File: config.mk
export PLATFORM = sky130hd
export DESIGN_NAME = bankers_safe_allocator
export DESIGN_NICKNAME = d
export VERILOG_FILES = /design/src/rtl/core/bsa_pkg.sv /design/src/rtl/core/bankers_safe_allocator.sv
export SDC_FILE = /design/constraint.sdc
export NUM_CORES = 1
export LEC_CHECK = 0
export CAP_MARGIN = 20
export CORE_MARGIN = 2
export CORE_UTILIZATION = 45
export CTS_BUF_LIST = sky130_fd_sc_hd__clkbuf_8
export CTS_CLUSTER_SIZE = 24
export DETAILED_ROUTE_END_ITERATION = 10
export DONT_BUFFER_PORTS = 1
export PLACE_DENSITY_LB_ADDON = 0.3
export SETUP_SLACK_MARGIN = 0.3
export SYNTH_ARGS = -nofsm -noshare
export SYNTH_HDL_FRONTEND = slang
export SYNTH_SLANG_ARGS = --single-unit
File: constraint.sdc
create_clock -name clk -period 16 [get_ports clk]
set_input_delay 1.6 -clock clk [delete_from_list [all_inputs] [get_ports clk]]
set_output_delay 1.6 -clock clk [all_outputs]
set_load 0.1 [all_outputs]
File: src/rtl/core/bsa_pkg.sv
// shared types and constants for the three-resource banker's allocator
package bsa_pkg;

	localparam int MaxProcsDef  = 8;
	localparam int CountBitsDef = 8;
	localparam int NumRes       = 3;

	localparam int InitAvailR1 = 9;
	localparam int InitAvailR2 = 3;
	localparam int InitAvailR3 = 6;

	typedef enum logic [2:0] {
		ST_OK            = 3'd0,
		ST_NO_PROC       = 3'd1,
		ST_EXCEEDS_NEED  = 3'd2,
		ST_EXCEEDS_AVAIL = 3'd3,
		ST_UNSAFE        = 3'd4,
		ST_ADMIT_SHORT   = 3'd5,
		ST_SLOT_BUSY     = 3'd6
	} status_t;

	typedef enum logic {
		FN_ADMIT   = 1'b0,
		FN_REQUEST = 1'b1
	} func_t;

	typedef enum logic [1:0] {
		REG_INIT_R1 = 2'd0,
		REG_INIT_R2 = 2'd1,
		REG_INIT_R3 = 2'd2
	} cfg_reg_t;

	typedef enum logic [2:0] {
		S_IDLE,
		S_LOOK,
		S_CHECK,
		S_SCAN,
		S_COMMIT,
		S_RESULT
	} state_t;

endpackage

File: src/rtl/core/bankers_safe_allocator.sv
// banker's deadlock-avoidance allocator for three resource types, with a serial safety scan
// One item is in flight at a time; s_tready is high only while the sequencer is idle, and a
// finished result waits in an output register so the next item can be taken meanwhile. An
// item rejected by the slot, claim, need or available checks goes from S_CHECK straight to
// S_RESULT, and a granted admit passes through S_COMMIT first. A request that reaches the
// safety check runs a scan that reads one process slot per cycle from the allocation and
// need tables through a single compare-and-add unit; the scan stops at the end of a pass
// that made no progress or after which every slot has finished, so it runs between 1 and
// MAX_PROCS passes. A granted request then passes through S_COMMIT; an unsafe one goes
// straight to S_RESULT.
// Writing an initial-available register also reloads that available count at once.
module bankers_safe_allocator #(
	parameter int MAX_PROCS  = bsa_pkg::MaxProcsDef,
	parameter int COUNT_BITS = bsa_pkg::CountBitsDef
) (
	input  logic        clk,
	input  logic        arst_n,
	input  logic        s_tvalid,
	output logic        s_tready,
	// slot[2:0], amt_r1[10:3], amt_r2[18:11], amt_r3[26:19],
	// max_r1[34:27], max_r2[42:35], max_r3[50:43], zero pad[55:51]
	input  logic [55:0] s_tdata,
	// func[0]
	input  logic [0:0]  s_tuser,
	output logic        m_tvalid,
	input  logic        m_tready,
	// status[2:0], avail_r1[10:3], avail_r2[18:11], avail_r3[26:19], zero pad[31:27]
	output logic [31:0] m_tdata,
	input  logic        psel,
	input  logic        penable,
	input  logic        pwrite,
	input  logic [3:0]  paddr,
	input  logic [31:0] pwdata,
	output logic [31:0] prdata,
	output logic        pready
);

	localparam int NR     = bsa_pkg::NumRes;
	localparam int CB     = COUNT_BITS;
	localparam int IDX_W  = (MAX_PROCS > 1) ? $clog2(MAX_PROCS) : 1;
	localparam int WORK_W = CB + $clog2(MAX_PROCS + 1);
	localparam logic [IDX_W-1:0] LAST = IDX_W'(MAX_PROCS - 1);

	typedef logic [NR-1:0][CB-1:0] cvec_t;

	bsa_pkg::state_t state_q, state_nxt;

	// control
	logic [MAX_PROCS-1:0] slot_valid_q;
	logic [MAX_PROCS-1:0] done_q;
	logic                 m_tvalid_q;
	cvec_t                init_q;
	cvec_t                avail_q;
	logic                 progress_q;
	logic                 ev_vld_s1;
	logic [IDX_W-1:0]     ptr_q;

	// payload
	bsa_pkg::func_t       func_q;
	logic [2:0]           slot_q;
	cvec_t                amt_q;
	cvec_t                max_q;
	cvec_t                adj_alloc_q;
	cvec_t                adj_need_q;
	logic [NR-1:0][WORK_W-1:0] work_q;
	bsa_pkg::status_t     status_q;
	bsa_pkg::status_t     out_status_q;
	cvec_t                out_avail_q;
	logic [IDX_W-1:0]     ev_ptr_s1;
	cvec_t                rd_alloc_s1;
	cvec_t                rd_need_s1;

	logic [NR*CB-1:0] alloc_mem [MAX_PROCS];
	logic [NR*CB-1:0] need_mem  [MAX_PROCS];

	logic             cfg_wr;
	logic [IDX_W-1:0] slot_idx;
	logic [IDX_W-1:0] rd_addr;
	logic             mem_we;
	logic             in_range;
	logic             out_free;

	// check stage
	logic             max_cov;
	logic             avail_cov;
	logic             need_cov;
	bsa_pkg::status_t chk_status;

	// scan unit
	logic                      ev_self;
	cvec_t                     need_eff;
	cvec_t                     alloc_eff;
	logic                      fit;
	logic [NR-1:0][WORK_W-1:0] work_nxt;
	logic [MAX_PROCS-1:0]      done_nxt;
	logic                      pass_end;
	logic                      all_done;
	logic                      scan_fin;

	assign pready   = 1'b1;
	assign cfg_wr   = psel && penable && pwrite && pready;
	assign slot_idx = IDX_W'(slot_q);
	assign in_range = 32'(slot_q) < MAX_PROCS;
	assign out_free = !m_tvalid_q || m_tready;

	always_comb begin
		unique case (bsa_pkg::cfg_reg_t'(paddr[3:2]))
			bsa_pkg::REG_INIT_R1: prdata = 32'(init_q[0]);
			bsa_pkg::REG_INIT_R2: prdata = 32'(init_q[1]);
			bsa_pkg::REG_INIT_R3: prdata = 32'(init_q[2]);
			default:              prdata = 32'd0;
		endcase
	end

	assign m_tvalid = m_tvalid_q;
	assign m_tdata  = {5'd0, 8'(out_avail_q[2]), 8'(out_avail_q[1]), 8'(out_avail_q[0]),
		out_status_q};

	// per-item checks against the slot entry read during S_LOOK
	always_comb begin
		max_cov   = 1'b1;
		avail_cov = 1'b1;
		need_cov  = 1'b1;
		for (int r = 0; r < NR; r++) begin
			if (max_q[r] < amt_q[r])
				max_cov = 1'b0;
			if (avail_q[r] < amt_q[r])
				avail_cov = 1'b0;
			if (rd_need_s1[r] < amt_q[r])
				need_cov = 1'b0;
		end
		if (func_q == bsa_pkg::FN_ADMIT) begin
			priority if (!in_range)
				chk_status = bsa_pkg::ST_NO_PROC;
			else if (slot_valid_q[slot_idx])
				chk_status = bsa_pkg::ST_SLOT_BUSY;
			else if (!max_cov)
				chk_status = bsa_pkg::ST_EXCEEDS_NEED;
			else if (!avail_cov)
				chk_status = bsa_pkg::ST_ADMIT_SHORT;
			else
				chk_status = bsa_pkg::ST_OK;
		end else begin
			priority if (!in_range || !slot_valid_q[slot_idx])
				chk_status = bsa_pkg::ST_NO_PROC;
			else if (!need_cov)
				chk_status = bsa_pkg::ST_EXCEEDS_NEED;
			else if (!avail_cov)
				chk_status = bsa_pkg::ST_EXCEEDS_AVAIL;
			else
				chk_status = bsa_pkg::ST_OK;
		end
	end

	// shared compare-and-add unit, one slot per cycle
	always_comb begin
		ev_self   = ev_ptr_s1 == slot_idx;
		need_eff  = ev_self ? adj_need_q : rd_need_s1;
		alloc_eff = ev_self ? adj_alloc_q : rd_alloc_s1;
		fit       = ev_vld_s1 && !done_q[ev_ptr_s1];
		for (int r = 0; r < NR; r++) begin
			if (work_q[r] < WORK_W'(need_eff[r]))
				fit = 1'b0;
		end
		for (int r = 0; r < NR; r++)
			work_nxt[r] = fit ? work_q[r] + WORK_W'(alloc_eff[r]) : work_q[r];
		done_nxt = fit ? (done_q | (MAX_PROCS'(1) << ev_ptr_s1)) : done_q;
		pass_end = ev_vld_s1 && (ev_ptr_s1 == LAST);
		all_done = &done_nxt;
		scan_fin = pass_end && (!(progress_q || fit) || all_done);
	end

	always_comb begin
		state_nxt = state_q;
		unique case (state_q)
			bsa_pkg::S_IDLE:
				if (s_tvalid)
					state_nxt = bsa_pkg::S_LOOK;
			bsa_pkg::S_LOOK:
				state_nxt = bsa_pkg::S_CHECK;
			bsa_pkg::S_CHECK:
				priority if (chk_status != bsa_pkg::ST_OK)
					state_nxt = bsa_pkg::S_RESULT;
				else if (func_q == bsa_pkg::FN_ADMIT)
					state_nxt = bsa_pkg::S_COMMIT;
				else
					state_nxt = bsa_pkg::S_SCAN;
			bsa_pkg::S_SCAN:
				if (scan_fin)
					state_nxt = all_done ? bsa_pkg::S_COMMIT : bsa_pkg::S_RESULT;
			bsa_pkg::S_COMMIT:
				state_nxt = bsa_pkg::S_RESULT;
			bsa_pkg::S_RESULT:
				if (out_free)
					state_nxt = bsa_pkg::S_IDLE;
			default:
				state_nxt = bsa_pkg::S_IDLE;
		endcase
	end

	always_comb begin
		s_tready = 1'b0;
		mem_we   = 1'b0;
		rd_addr  = slot_idx;
		unique case (state_q)
			bsa_pkg::S_IDLE:   s_tready = 1'b1;
			bsa_pkg::S_SCAN:   rd_addr  = ptr_q;
			bsa_pkg::S_COMMIT: mem_we   = 1'b1;
			default:           rd_addr  = slot_idx;
		endcase
	end

	always_ff @(posedge clk or negedge arst_n) begin
		if (!arst_n)
			state_q <= bsa_pkg::S_IDLE;
		else
			state_q <= state_nxt;
	end

	always_ff @(posedge clk or negedge arst_n) begin
		if (!arst_n) begin
			init_q[0]    <= CB'(bsa_pkg::InitAvailR1);
			init_q[1]    <= CB'(bsa_pkg::InitAvailR2);
			init_q[2]    <= CB'(bsa_pkg::InitAvailR3);
			avail_q[0]   <= CB'(bsa_pkg::InitAvailR1);
			avail_q[1]   <= CB'(bsa_pkg::InitAvailR2);
			avail_q[2]   <= CB'(bsa_pkg::InitAvailR3);
			slot_valid_q <= '0;
			done_q       <= '0;
			m_tvalid_q   <= 1'b0;
			progress_q   <= 1'b0;
			ev_vld_s1    <= 1'b0;
			ptr_q        <= '0;
		end else begin
			if (cfg_wr) begin
				unique case (bsa_pkg::cfg_reg_t'(paddr[3:2]))
					bsa_pkg::REG_INIT_R1: begin
						init_q[0]  <= CB'(pwdata[7:0]);
						avail_q[0] <= CB'(pwdata[7:0]);
					end
					bsa_pkg::REG_INIT_R2: begin
						init_q[1]  <= CB'(pwdata[7:0]);
						avail_q[1] <= CB'(pwdata[7:0]);
					end
					bsa_pkg::REG_INIT_R3: begin
						init_q[2]  <= CB'(pwdata[7:0]);
						avail_q[2] <= CB'(pwdata[7:0]);
					end
					default: ;
				endcase
			end
			if (state_q == bsa_pkg::S_COMMIT) begin
				for (int r = 0; r < NR; r++)
					avail_q[r] <= avail_q[r] - amt_q[r];
				if (func_q == bsa_pkg::FN_ADMIT)
					slot_valid_q[slot_idx] <= 1'b1;
			end
			if (state_q == bsa_pkg::S_CHECK) begin
				done_q     <= ~slot_valid_q;
				progress_q <= 1'b0;
				ev_vld_s1  <= 1'b0;
				ptr_q      <= '0;
			end else if (state_q == bsa_pkg::S_SCAN) begin
				done_q     <= done_nxt;
				ev_vld_s1  <= 1'b1;
				ptr_q      <= (ptr_q == LAST) ? '0 : ptr_q + 1'b1;
				progress_q <= pass_end ? 1'b0 : (progress_q || fit);
			end
			if (state_q == bsa_pkg::S_RESULT && out_free)
				m_tvalid_q <= 1'b1;
			else if (m_tready)
				m_tvalid_q <= 1'b0;
		end
	end

	always_ff @(posedge clk) begin
		if (state_q == bsa_pkg::S_IDLE && s_tvalid) begin
			func_q   <= bsa_pkg::func_t'(s_tuser[0]);
			slot_q   <= s_tdata[2:0];
			amt_q[0] <= CB'(s_tdata[10:3]);
			amt_q[1] <= CB'(s_tdata[18:11]);
			amt_q[2] <= CB'(s_tdata[26:19]);
			max_q[0] <= CB'(s_tdata[34:27]);
			max_q[1] <= CB'(s_tdata[42:35]);
			max_q[2] <= CB'(s_tdata[50:43]);
		end
		if (state_q == bsa_pkg::S_CHECK) begin
			status_q <= chk_status;
			for (int r = 0; r < NR; r++) begin
				work_q[r] <= WORK_W'(avail_q[r]) - WORK_W'(amt_q[r]);
				if (func_q == bsa_pkg::FN_ADMIT) begin
					adj_alloc_q[r] <= amt_q[r];
					adj_need_q[r]  <= max_q[r] - amt_q[r];
				end else begin
					adj_alloc_q[r] <= rd_alloc_s1[r] + amt_q[r];
					adj_need_q[r]  <= rd_need_s1[r] - amt_q[r];
				end
			end
		end
		if (state_q == bsa_pkg::S_SCAN) begin
			work_q    <= work_nxt;
			ev_ptr_s1 <= ptr_q;
			if (scan_fin)
				status_q <= all_done ? bsa_pkg::ST_OK : bsa_pkg::ST_UNSAFE;
		end
		if (state_q == bsa_pkg::S_RESULT && out_free) begin
			out_status_q <= status_q;
			out_avail_q  <= avail_q;
		end
	end

	// allocation and need tables
	always_ff @(posedge clk) begin
		if (mem_we) begin
			alloc_mem[slot_idx] <= adj_alloc_q;
			need_mem[slot_idx]  <= adj_need_q;
		end
		rd_alloc_s1 <= alloc_mem[rd_addr];
		rd_need_s1  <= need_mem[rd_addr];
	end

`ifndef SYNTHESIS
	a_avail_never_grows: assert property (@(posedge clk) disable iff (!arst_n)
		!cfg_wr |=> (avail_q[0] <= $past(avail_q[0])) && (avail_q[1] <= $past(avail_q[1]))
			&& (avail_q[2] <= $past(avail_q[2])))
		else $error("available count grew without a register write");

	a_slots_never_freed: assert property (@(posedge clk) disable iff (!arst_n)
		1'b1 |=> (slot_valid_q & $past(slot_valid_q)) == $past(slot_valid_q))
		else $error("admitted slot was released");

	a_grant_needs_process: assert property (@(posedge clk) disable iff (!arst_n)
		(state_q == bsa_pkg::S_COMMIT && func_q == bsa_pkg::FN_REQUEST)
			|-> (in_range && slot_valid_q[slot_idx] && (&done_q)))
		else $error("request granted without an admitted process and a full finish order");
`endif

endmodule

[Word level (Yosys, flattened, before mapping)]
Memories as Yosys holds them, arrays and structs flattened. A register that Yosys moved wholly into a read port is not among the register bits.
Cells that the tools add are included.
Widths: inputs -> output; s select.
Cells by class
  $add $sub $neg: 19
  equality and inequality tests: 14
  multiplexer cells: 73
  magnitude comparators: 15
  reductions and logical operators: 33
  shifts and indexed selects: 1
  bitwise gates (word level): 4
Operator list (number)
  $mux 24: 4
  $mux 8: 12
  $lt 8x8->1: 9
  $mux 36: 2
  $sub 8x8->8: 9
  $mux 3: 17
  $add 12x8->12: 3
  $lt 12x8->1: 3
  $mux 12: 3
  $mux 1: 27
  $sub 8x8->9: 3
  $add 8x8->8: 3
  $pmux 8 s3: 1
  $pmux 3 s6: 1
  $or 8x8->8: 2
  $reduce_and 2->1: 8
  $eq 3x3->1 const B: 4
  $reduce_bool 2->1: 6
  $logic_and 1x1->1: 8
  $lt 3x4->1 const B: 2
  $ne 2x2->1 const B: 4
  $not 8->8: 1
  $reduce_and 8->1: 1
  $shl 1x3->8 const A: 1
  other kinds (17): 25
Storage, ports and cells
  flip-flop bits (word level): 242
  memories: 2
  bits of input ports: 100
  memory bits (writable): 384
Memories
  alloc_mem: depth 8, width 24, read ports 1, clocked after Yosys merged registers in 1, write ports 1, RTL line bankers_safe_allocator.sv:73  | logic [NR*CB-1:0] alloc_mem [MAX_PROCS];
  need_mem: depth 8, width 24, read ports 1, clocked after Yosys merged registers in 1, write ports 1, RTL line bankers_safe_allocator.sv:74  | logic [NR*CB-1:0] need_mem [MAX_PROCS];

[Longest topological paths before layout]
Gate-level depths: netlist of run 1.
  depth after elaboration: 13
  gate-level depth with buffers: 17
  mapped depth without buffers: 14

[Worst setup path after synthesis of run 1]
No wires, ideal clock.
  path type: flip-flop to flip-flop
  start: reg slot_q[2], in the netlist slot_idx[2]
  end: mem alloc_mem[4][0] (netlist bit), enable pin
  stages on the path, launching flop included: 4
  buffers on the path: 1
  library setup time: 0.573 ns
  setup slack: 9.890 ns
  arrival time: 5.538 ns
  cells stage by stage: edfxtp_1 > buf_1 > inv_1 > nor4_1
RTL lines
  start: declaration: RTL line bankers_safe_allocator.sv:60  | logic [2:0] slot_q;
  start signal: assignment: RTL line bankers_safe_allocator.sv:279  | slot_q <= s_tdata[2:0];
  end: declaration: RTL line bankers_safe_allocator.sv:73
No word-level cell before the write port.

[Worst setup path in the final report of run 1]
  start: reg slot_q[0], in the netlist slot_idx[0]
  end: reg state_q[1]
On the way
  cells in the longest elaborated chain, start to end: 12
RTL lines
  $eq 3x3->1: RTL line bankers_safe_allocator.sv:157  | ev_self = ev_ptr_s1 == slot_idx;
  $mux 24: RTL line bankers_safe_allocator.sv:158  | need_eff = ev_self ? adj_need_q : rd_need_s1;
  $lt 12x8->1: RTL line bankers_safe_allocator.sv:162  | if (work_q[r] < WORK_W'(need_eff[r]))
  $mux 1 (3 in series): RTL line bankers_safe_allocator.sv:162
  $mux 8 or $logic_or 1x1->1 (tied branches): RTL line bankers_safe_allocator.sv:167, bankers_safe_allocator.sv:170
  $reduce_and 8->1 or $logic_not 1->1 (tied branches): RTL line bankers_safe_allocator.sv:169, bankers_safe_allocator.sv:170
  $logic_or 1x1->1: RTL line bankers_safe_allocator.sv:170  | scan_fin = pass_end && (!(progress_q || fit) || all_done);
  $logic_and 1x1->1: RTL line bankers_safe_allocator.sv:170
  $ne 2x2->1 (no line)
  $reduce_and 3->1 (no line)
  end signal: assignment: RTL line bankers_safe_allocator.sv:215  | state_q <= bsa_pkg::S_IDLE;
  end signal: assignment: RTL line bankers_safe_allocator.sv:217  | state_q <= state_nxt;
  end: declaration: RTL line bankers_safe_allocator.sv:46  | bsa_pkg::state_t state_q, state_nxt;
Several ways; a longest one is shown, not always the timed one. The select of a mux whose other input is x is not followed.
A chain may end at the register's enable or synchronous reset.

==> summary.md, run 1 <==
| Metric | Value |
|---|---|
| Netlist cell types | 67 |
| Post-CTS setup buffers | 0 |
| Setup Viol. Count Final | 0 |
| Clock Skews | 0.05999 ns |
| Antenna violations before repair | 2 |
| Area growth, synth to finish | 11.35% |
| Slew headroom | 0.2599 |
| TritonCTS Buffers | 108 |
| Worst EP required | 16.60 ns |
| Vias/cell | 5.694 |
| Top_reg_cell synth | edfxtp_1 |
| # H-tree levels | 3 |
| Max-cap violations | 0 |
| Critical Setup Path Class | reg -> reg |
| Fin Setup TNS | 0 ns |
| Syn Area/Cell | 14.91 um2 |
| Final period util | 0.3494 |
| Post-cts sizing count | 0 |
| Placeable Area | 0.06740 mm2 |
| Seq cells post-synth | 674 |
| CTS tree | yes |
| Fmax | 0.1789 GHz |
| First-pass GRT wire length | 113.6 mm |
| Clock Latency Late Sink | 0.74 ns |
| Outcome | complete, no violations |
| Arrival time at the worst endpoint | 6.19 ns |
| Worst slew pin tran | 1.110 ns |
| Multi-input gate area | 0.01077 mm2 |
| Clock sinks | 674 |
| Nets | 2388 |
| Post-synth EDFFs | 550 |
| Drt pass-1 iters | 7 |
| Leak pwr | 12.56 nW |
| Cell taking the most area after synthesis | edfxtp_1 |
| CP Capture Type | flop |
| Routed len/inst | 24.57 um |
| CTS Root Cell | clkbuf_8 |
| Number of global-route vias before repair | 18070 |
| Seq/Total Area, Yosys | 0.6296 |
| CTS Buffer Depth | 3 |
| Max VDD drop | 0.0001826 V |
| Mapped Cells | 2065 |
| Largest cells by area after synthesis | edfxtp_1, mux4_2, ha_1 |
| Die Area | 0.07051 mm2 |
| Post-route ant nets | 0 |
| GRT Overall Usage | 0.2181 |
| Most common cell in the netlist | edfxtp_1 |
| HP Class | reg -> reg |
| Starting density of the core | 0.4567 |
| WL final | 76.25 mm |
| Minimum clock period | 5.591 ns |
| CP max FO | 29 |
| Synthesized area | 0.03078 mm2 |
| Port bufs | 0 |
| Largest net degree at the start of global routing | 74 |
| Hold_buf cts | 0 |
| Top Registers | alloc_mem x192, need_mem x192, work_q x36 |
| GPL Wtd Cong | 0.9019 |
| Die Width | 265.5 um |
| Post-synth ARST share | 0.1083 |
| Most frequent cells after synthesis | edfxtp_1, ha_1, o21ai_0 |
| Fin. Hold Viols | 0 |
| PD cells | 202.3 mW/mm2 |
| Chip Height | 265.5 um |
| Top cell type's share of synthesized area | 0.5366 |
| Seq. cell area | 0.01938 mm2 |
| Drc violations | 0 |
| Clock transition at path regs | 0.07 ns |
| Fill cells | 5520 |
| Via Count | 17670 |
| Max-slew violation count | 0 |
| Dpl ws | 10.48 ns |
| FP Rows | 95 |
| Global route overflow | 0 |
| I/O pin cnt | 167 |
| Ys Warns | 0 |
| DPL Wire Length | 48.80 mm |
| Startpoint types | flop |
| Share of cells above drive strength 1 | 0.1976 |
| Drt initial violations | 1519 |
| RSZ-0062 raised after global routing | false |
| Setup WS post-layout | 10.41 ns |
-- worst max-delay path: stages (launching register included) --
cell and delay, ns:
edfxtp_1 0.87, xor2_1 0.28, nor3_2 0.15, buf_4 0.38
buf_4 0.55, mux2i_1 0.42, ha_1 0.22, a21oi_1 0.06
o21ai_0 0.44, o21ai_0 0.26, nor4_4 0.32, nand4b_2 0.29
or2_4 0.35, o32a_1 0.35, o311ai_4 0.37, a21oi_1 0.11
-- layer usage --
layer	global-route usage	wire length [um]
met1	0.2970	32850
met2	0.3465	35860
met3	0.04296	4936
met4	0.08581	2592
met5	0	13
-- through the flow --
| stage | instance area (um2) | total power (W) | hold slack, ns | std cells | util |
|---|---|---|---|---|---|
| after global routing | 34270 | 0.007332 | 0.4740 | 3102 | 0.5085 |
| after global placement | 31870 | 0.005252 | 0.4323 | 2895 | 0.4729 |
| final | 34270 | 0.006933 | 0.4650 | 3103 | 0.5085 |
| after floorplan | 30880 | 0.004601 | 0.4082 | 2093 | - |
| after detailed placement | 31870 | 0.005329 | 0.4439 | 2895 | 0.4729 |
| after CTS | 34240 | 0.006951 | 0.4632 | 3099 | 0.5080 |
-- path summary, 6_finish.rpt --
path	cells past startpoint	startpoint	to	slack [ns]
hold / removal	0	status_q[1]$_DFF_P_	out_status_q[1]$_DFFE_PP_	0.46
hold reg to reg	0	status_q[1]$_DFF_P_	out_status_q[1]$_DFFE_PP_	0.46
setup reg to reg	15	slot_idx[0]$_DFFE_PP_	state_q[1]$_DFFE_PN0P_	10.41
min in group asynchronous	0	arst_n	avail_q[11]$_DFFE_PN0P_	0.55
max in group asynchronous	0	arst_n	avail_q[17]$_DFFE_PN1P_	15.23
setup / recovery	15	slot_idx[0]$_DFFE_PP_	state_q[1]$_DFFE_PN0P_	10.41
-- logic make-up after synthesis --
family,Yosys count,synth area share
multiplexers,252,0.1261
AO/OA/AOI/OAI,373,0.07321
other,2,0.0002440
XOR/XNOR,91,0.02589
adder cells (fa/ha/maj),155,0.06667
AND/OR/NAND/NOR,315,0.04943
buffers and inverters,203,0.02886
flip-flops,674,0.6296
-- cell type report --
type,instances,area share
multi-input combinational,1216,0.3143
antenna,3,0.0002191
clock buffer,130,0.05221
inverter,102,0.01117
sequential,674,0.5654
clock inverter,74,0.01687
timing repair buffer,31,0.007886
tap,873,0.03187
-- layout by cell type (no fill, tap or decap), drive strengths merged, types with 18 or more instances in the layout --
cell type / instances
a211oi: 18
a21o: 22
a21oi: 109
buf: 30
clkbuf: 131
clkinv: 21
conb: 30
dfrtp: 61
dfxtp: 51
edfxtp: 550
ha: 140
inv: 144
mux2: 103
mux2i: 51
mux4: 98
nand2: 104
nand2b: 30
nand3: 23
nor2: 69
nor2b: 29
nor3: 22
o21ai: 131
o21bai: 22
xnor2: 62
xor2: 29
-- power by group --
part           switching, W  internal [W]
Combinational       0.00144       0.00109
Sequential         0.000404       0.00241
Clock              0.000694      0.000899
Total               0.00253       0.00440
Power figures use the tool's default switching activity.
==> inputs of run 2 (changes only) <==
- clock period: 16 -> 5.5 ns (I/O delays scaled with it)
==> summary.md, run 2 (same netlist as run 1, synthesis figures left out) <==
| Metric | Value |
|---|---|
| Nets | 2447 (was 2388) |
| Post-cts sizing count | 0 (unchanged) |
| Comb power frac | 0.371 (was 0.364) |
| FF-to-FF Start | ev_ptr_s1[1]$_DFFE_PP_ (was slot_idx[0]$_DFFE_PP_) |
| DPL Wire Length | 47.99 mm (was 48.80 mm) |
| Slew headroom | 0.2244 (was 0.2599) |
| GPL Wtd Cong | 0.9074 (was 0.9019) |
| Crit-path cells | xor2_1, nor3_2, buf_12, mux2i_1, ha_1, a2111oi_0, o2111ai_1, nor3_1, a211o_1, nand4b_2, nand2b_1, a2bb2oi_1, o311ai_4, a21o_1 (was xor2_1, nor3_2, buf_4, buf_4, mux2i_1, ha_1, a21oi_1, o21ai_0, o21ai_0, nor4_4, nand4b_2, or2_4, o32a_1, o311ai_4, a21oi_1) |
| WL final | 75.71 mm (was 76.25 mm) |
| Flop2flop setup slack | 0.76 ns (was 10.41 ns) |
| Fmax | 0.2108 GHz (was 0.1789 GHz) |
| Top Registers | alloc_mem x192, need_mem x192, work_q x36 (unchanged) |
| Clock sinks | 674 (unchanged) |
| Minimum clock period | 4.745 ns (was 5.591 ns) |
| Max-slew violation count | 0 (unchanged) |
| Area growth, synth to finish | 12.84% (was 11.35%) |
| Placeable Area | 0.06740 mm2 (unchanged) |
| Global route overflow | 0 (unchanged) |
| Sequential share of power | 0.413 (was 0.406) |
| Max VDD drop | 0.0004141 V (was 0.0001826 V) |
| Setup Viol. Count Final | 0 (unchanged) |
| Die Area | 0.07051 mm2 (unchanged) |
| Leak pwr | 12.69 nW (was 12.56 nW) |
| # H-tree levels | 3 (unchanged) |
| Final core utilization | 0.5153 (was 0.5085) |
| Routed len/inst | 23.96 um (was 24.57 um) |
| Starting density of the core | 0.4567 (unchanged) |
| Fin Setup TNS | 0 ns (unchanged) |
| Max-cap violations | 0 (unchanged) |
| Chip Height | 265.5 um (unchanged) |
| Drc violations | 0 (unchanged) |
| Via Count | 17910 (was 17670) |
| Pint | 0.01249 W (was 0.004399 W) |
| CTS Root Cell | clkbuf_8 (unchanged) |
| Startpoint types | flop (unchanged) |
| TritonCTS Buffers | 105 (was 108) |
| Final instance area | 0.03473 mm2 (was 0.03427 mm2) |
| Fraction of power consumed by the clock network | 0.216 (was 0.230) |
| Slowest cell on the critical path | edfxtp_1 (unchanged) |
| CTS Buffer Depth | 3 (unchanged) |
| Fin. Hold Viols | 0 (unchanged) |
| CP Capture Type | flop (unchanged) |
| FP Rows | 95 (unchanged) |
| Hold path startpoint | pwdata[2] (was status_q[1]$_DFF_P_) |
| Worst slew pin tran | 1.163 ns (was 1.110 ns) |
| Clock transition at path regs | 0.06 ns (was 0.07 ns) |
| Commonest non-fill, non-tap cells in the layout | edfxtp_1, ha_1, inv_1, o21ai_0, clkbuf_8 (was edfxtp_1, ha_1, inv_1, clkbuf_8, o21ai_0) |
| Post-route ant nets | 0 (unchanged) |
| Worst setup path start | ev_ptr_s1[1]$_DFFE_PP_ (was slot_idx[0]$_DFFE_PP_) |
| Largest net degree at the start of global routing | 97 (was 74) |
| Clock Skews | 0.05187 ns (was 0.05999 ns) |
| Critical Setup Path Class | reg -> reg (unchanged) |
| I/O pin cnt | 167 (unchanged) |
| Switch Pwr | 0.007351 W (was 0.002534 W) |
| Drt initial violations | 1415 (was 1519) |
| Crit-path max cell delay | 0.59 ns (was 0.87 ns) |
| Outcome | complete, no violations (unchanged) |
| Number of global-route vias before repair | 18490 (was 18070) |
| Leading cell type in the layout, fill and taps excluded | edfxtp_1 (unchanged) |
| PD cells | 571.2 mW/mm2 (was 202.3 mW/mm2) |
| Drt pass-1 iters | 5 (was 7) |
| Clock Latency Late Sink | 0.74 ns (about the same) |
| GRT Overall Usage | 0.2179 (was 0.2181) |
| Share of cells above drive strength 1 | 0.1856 (was 0.1976) |
| DP Area | 0.03190 mm2 (was 0.03187 mm2) |
| Hold_buf cts | 64 (was 0) |
| Sw frac | 0.3706 (was 0.3654) |
| Total power | 0.01984 W (was 0.006933 W) |
| Antenna violations before repair | 1 (was 2) |
| Arrival time at the worst endpoint | 5.37 ns (was 6.19 ns) |
| Final period util | 0.8627 (was 0.3494) |
| Port bufs | 0 (unchanged) |
| Die Width | 265.5 um (unchanged) |
| First-pass GRT wire length | 114.0 mm (was 113.6 mm) |
| CTS tree | yes (unchanged) |
| RSZ-0062 raised after global routing | false (unchanged) |
| Worst EP required | 6.13 ns (was 16.60 ns) |
| HP Class | in -> reg (was reg -> reg) |
| Vias/cell | 5.666 (was 5.694) |
| Post-CTS setup buffers | 0 (unchanged) |
| CP max FO | 49 (was 29) |
==> run 2: cell count changes in the layout (fill, tap and decap cells not counted), sizes merged, moves of 2 or more <==
| cell | change |
|---|---|
| dlygate4sd3 | +63 |
| clkinv | +10 |
| inv | -2 |
| clkinvlp | +3 |
| clkbuf | -11 |
| bufinv | -4 |
==> run 2: final timing paths <==
| path | cells after the start | to |
|---|---|---|
| setup / recovery | 14 | state_q[2]$_DFFE_PN0P_ |
| hold / removal | 2 | avail_q[10]$_DFFE_PN0P_ |
| setup reg to reg | 14 | state_q[2]$_DFFE_PN0P_ |
| hold reg to reg | 1 | done_q[0]$_DFFE_PN0P_ |
| max in group asynchronous | 2 | init_q[3]$_DFFE_PN1P_ |
| min in group asynchronous | 2 | done_q[3]$_DFFE_PN0P_ |
==> run 2: power by group through the flow <==
| stage | Combinational [W] | Sequential, W | Clock (W) |
|---|---|---|---|
| global placement | 0.00704 | 0.00823 | 0 |
| floorplan | 0.00555 | 0.00783 | 0 |
| CTS | 0.00736 | 0.00819 | 0.00437 |
| finish | 0.00736 | 0.00819 | 0.00429 |
| detailed placement | 0.00723 | 0.00827 | 0 |
| global route | 0.00815 | 0.00831 | 0.00460 |
==> run 2: metal layers <==
metal  GRT usage  wire length, um  up-vias
li1            -                -     8050
met1      0.2985            32560     9106
met2      0.3525            36050      621
met3     0.03453             4832      129
met4     0.08123             2261        0
met5           0                0        -
==> run 2: worst max-delay path: cells and delay by family (launching register included) <==
kind / cells / cell delay, ns
buffers and inverters: 1 / 0.36
AO/OA/AOI/OAI: 6 / 1.86
AND/OR/NAND/NOR: 4 / 0.97
flip-flops: 1 / 0.59
adder cells (fa/ha/maj): 1 / 0.28
XOR/XNOR: 1 / 0.26
multiplexers: 1 / 0.28
==> run 2: area by class of cell <==
type                       instances  area, um2
antenna                            2      5.005
fill                            5483      32670
inverter                         102      382.9
tap                              873       1092
multi-input combinational       1216      10770
clock buffer                     119       1638
timing repair buffer              93      930.9
sequential                       674      19380
clock inverter                    81      530.5
==> run 2: per-stage QoR <==
step / setup WS, ns / cells / hold WS, ns
floorplan: -0.6103 / 2093 / 0.2544
global placement: 0.8792 / 2894 / 0.2572
detailed placement: 0.7096 / 2894 / 0.2569
CTS: 0.7094 / 3158 / 0.003956
global route: 0.3636 / 3160 / 0.05331
finish: 0.7552 / 3160 / 0.05495
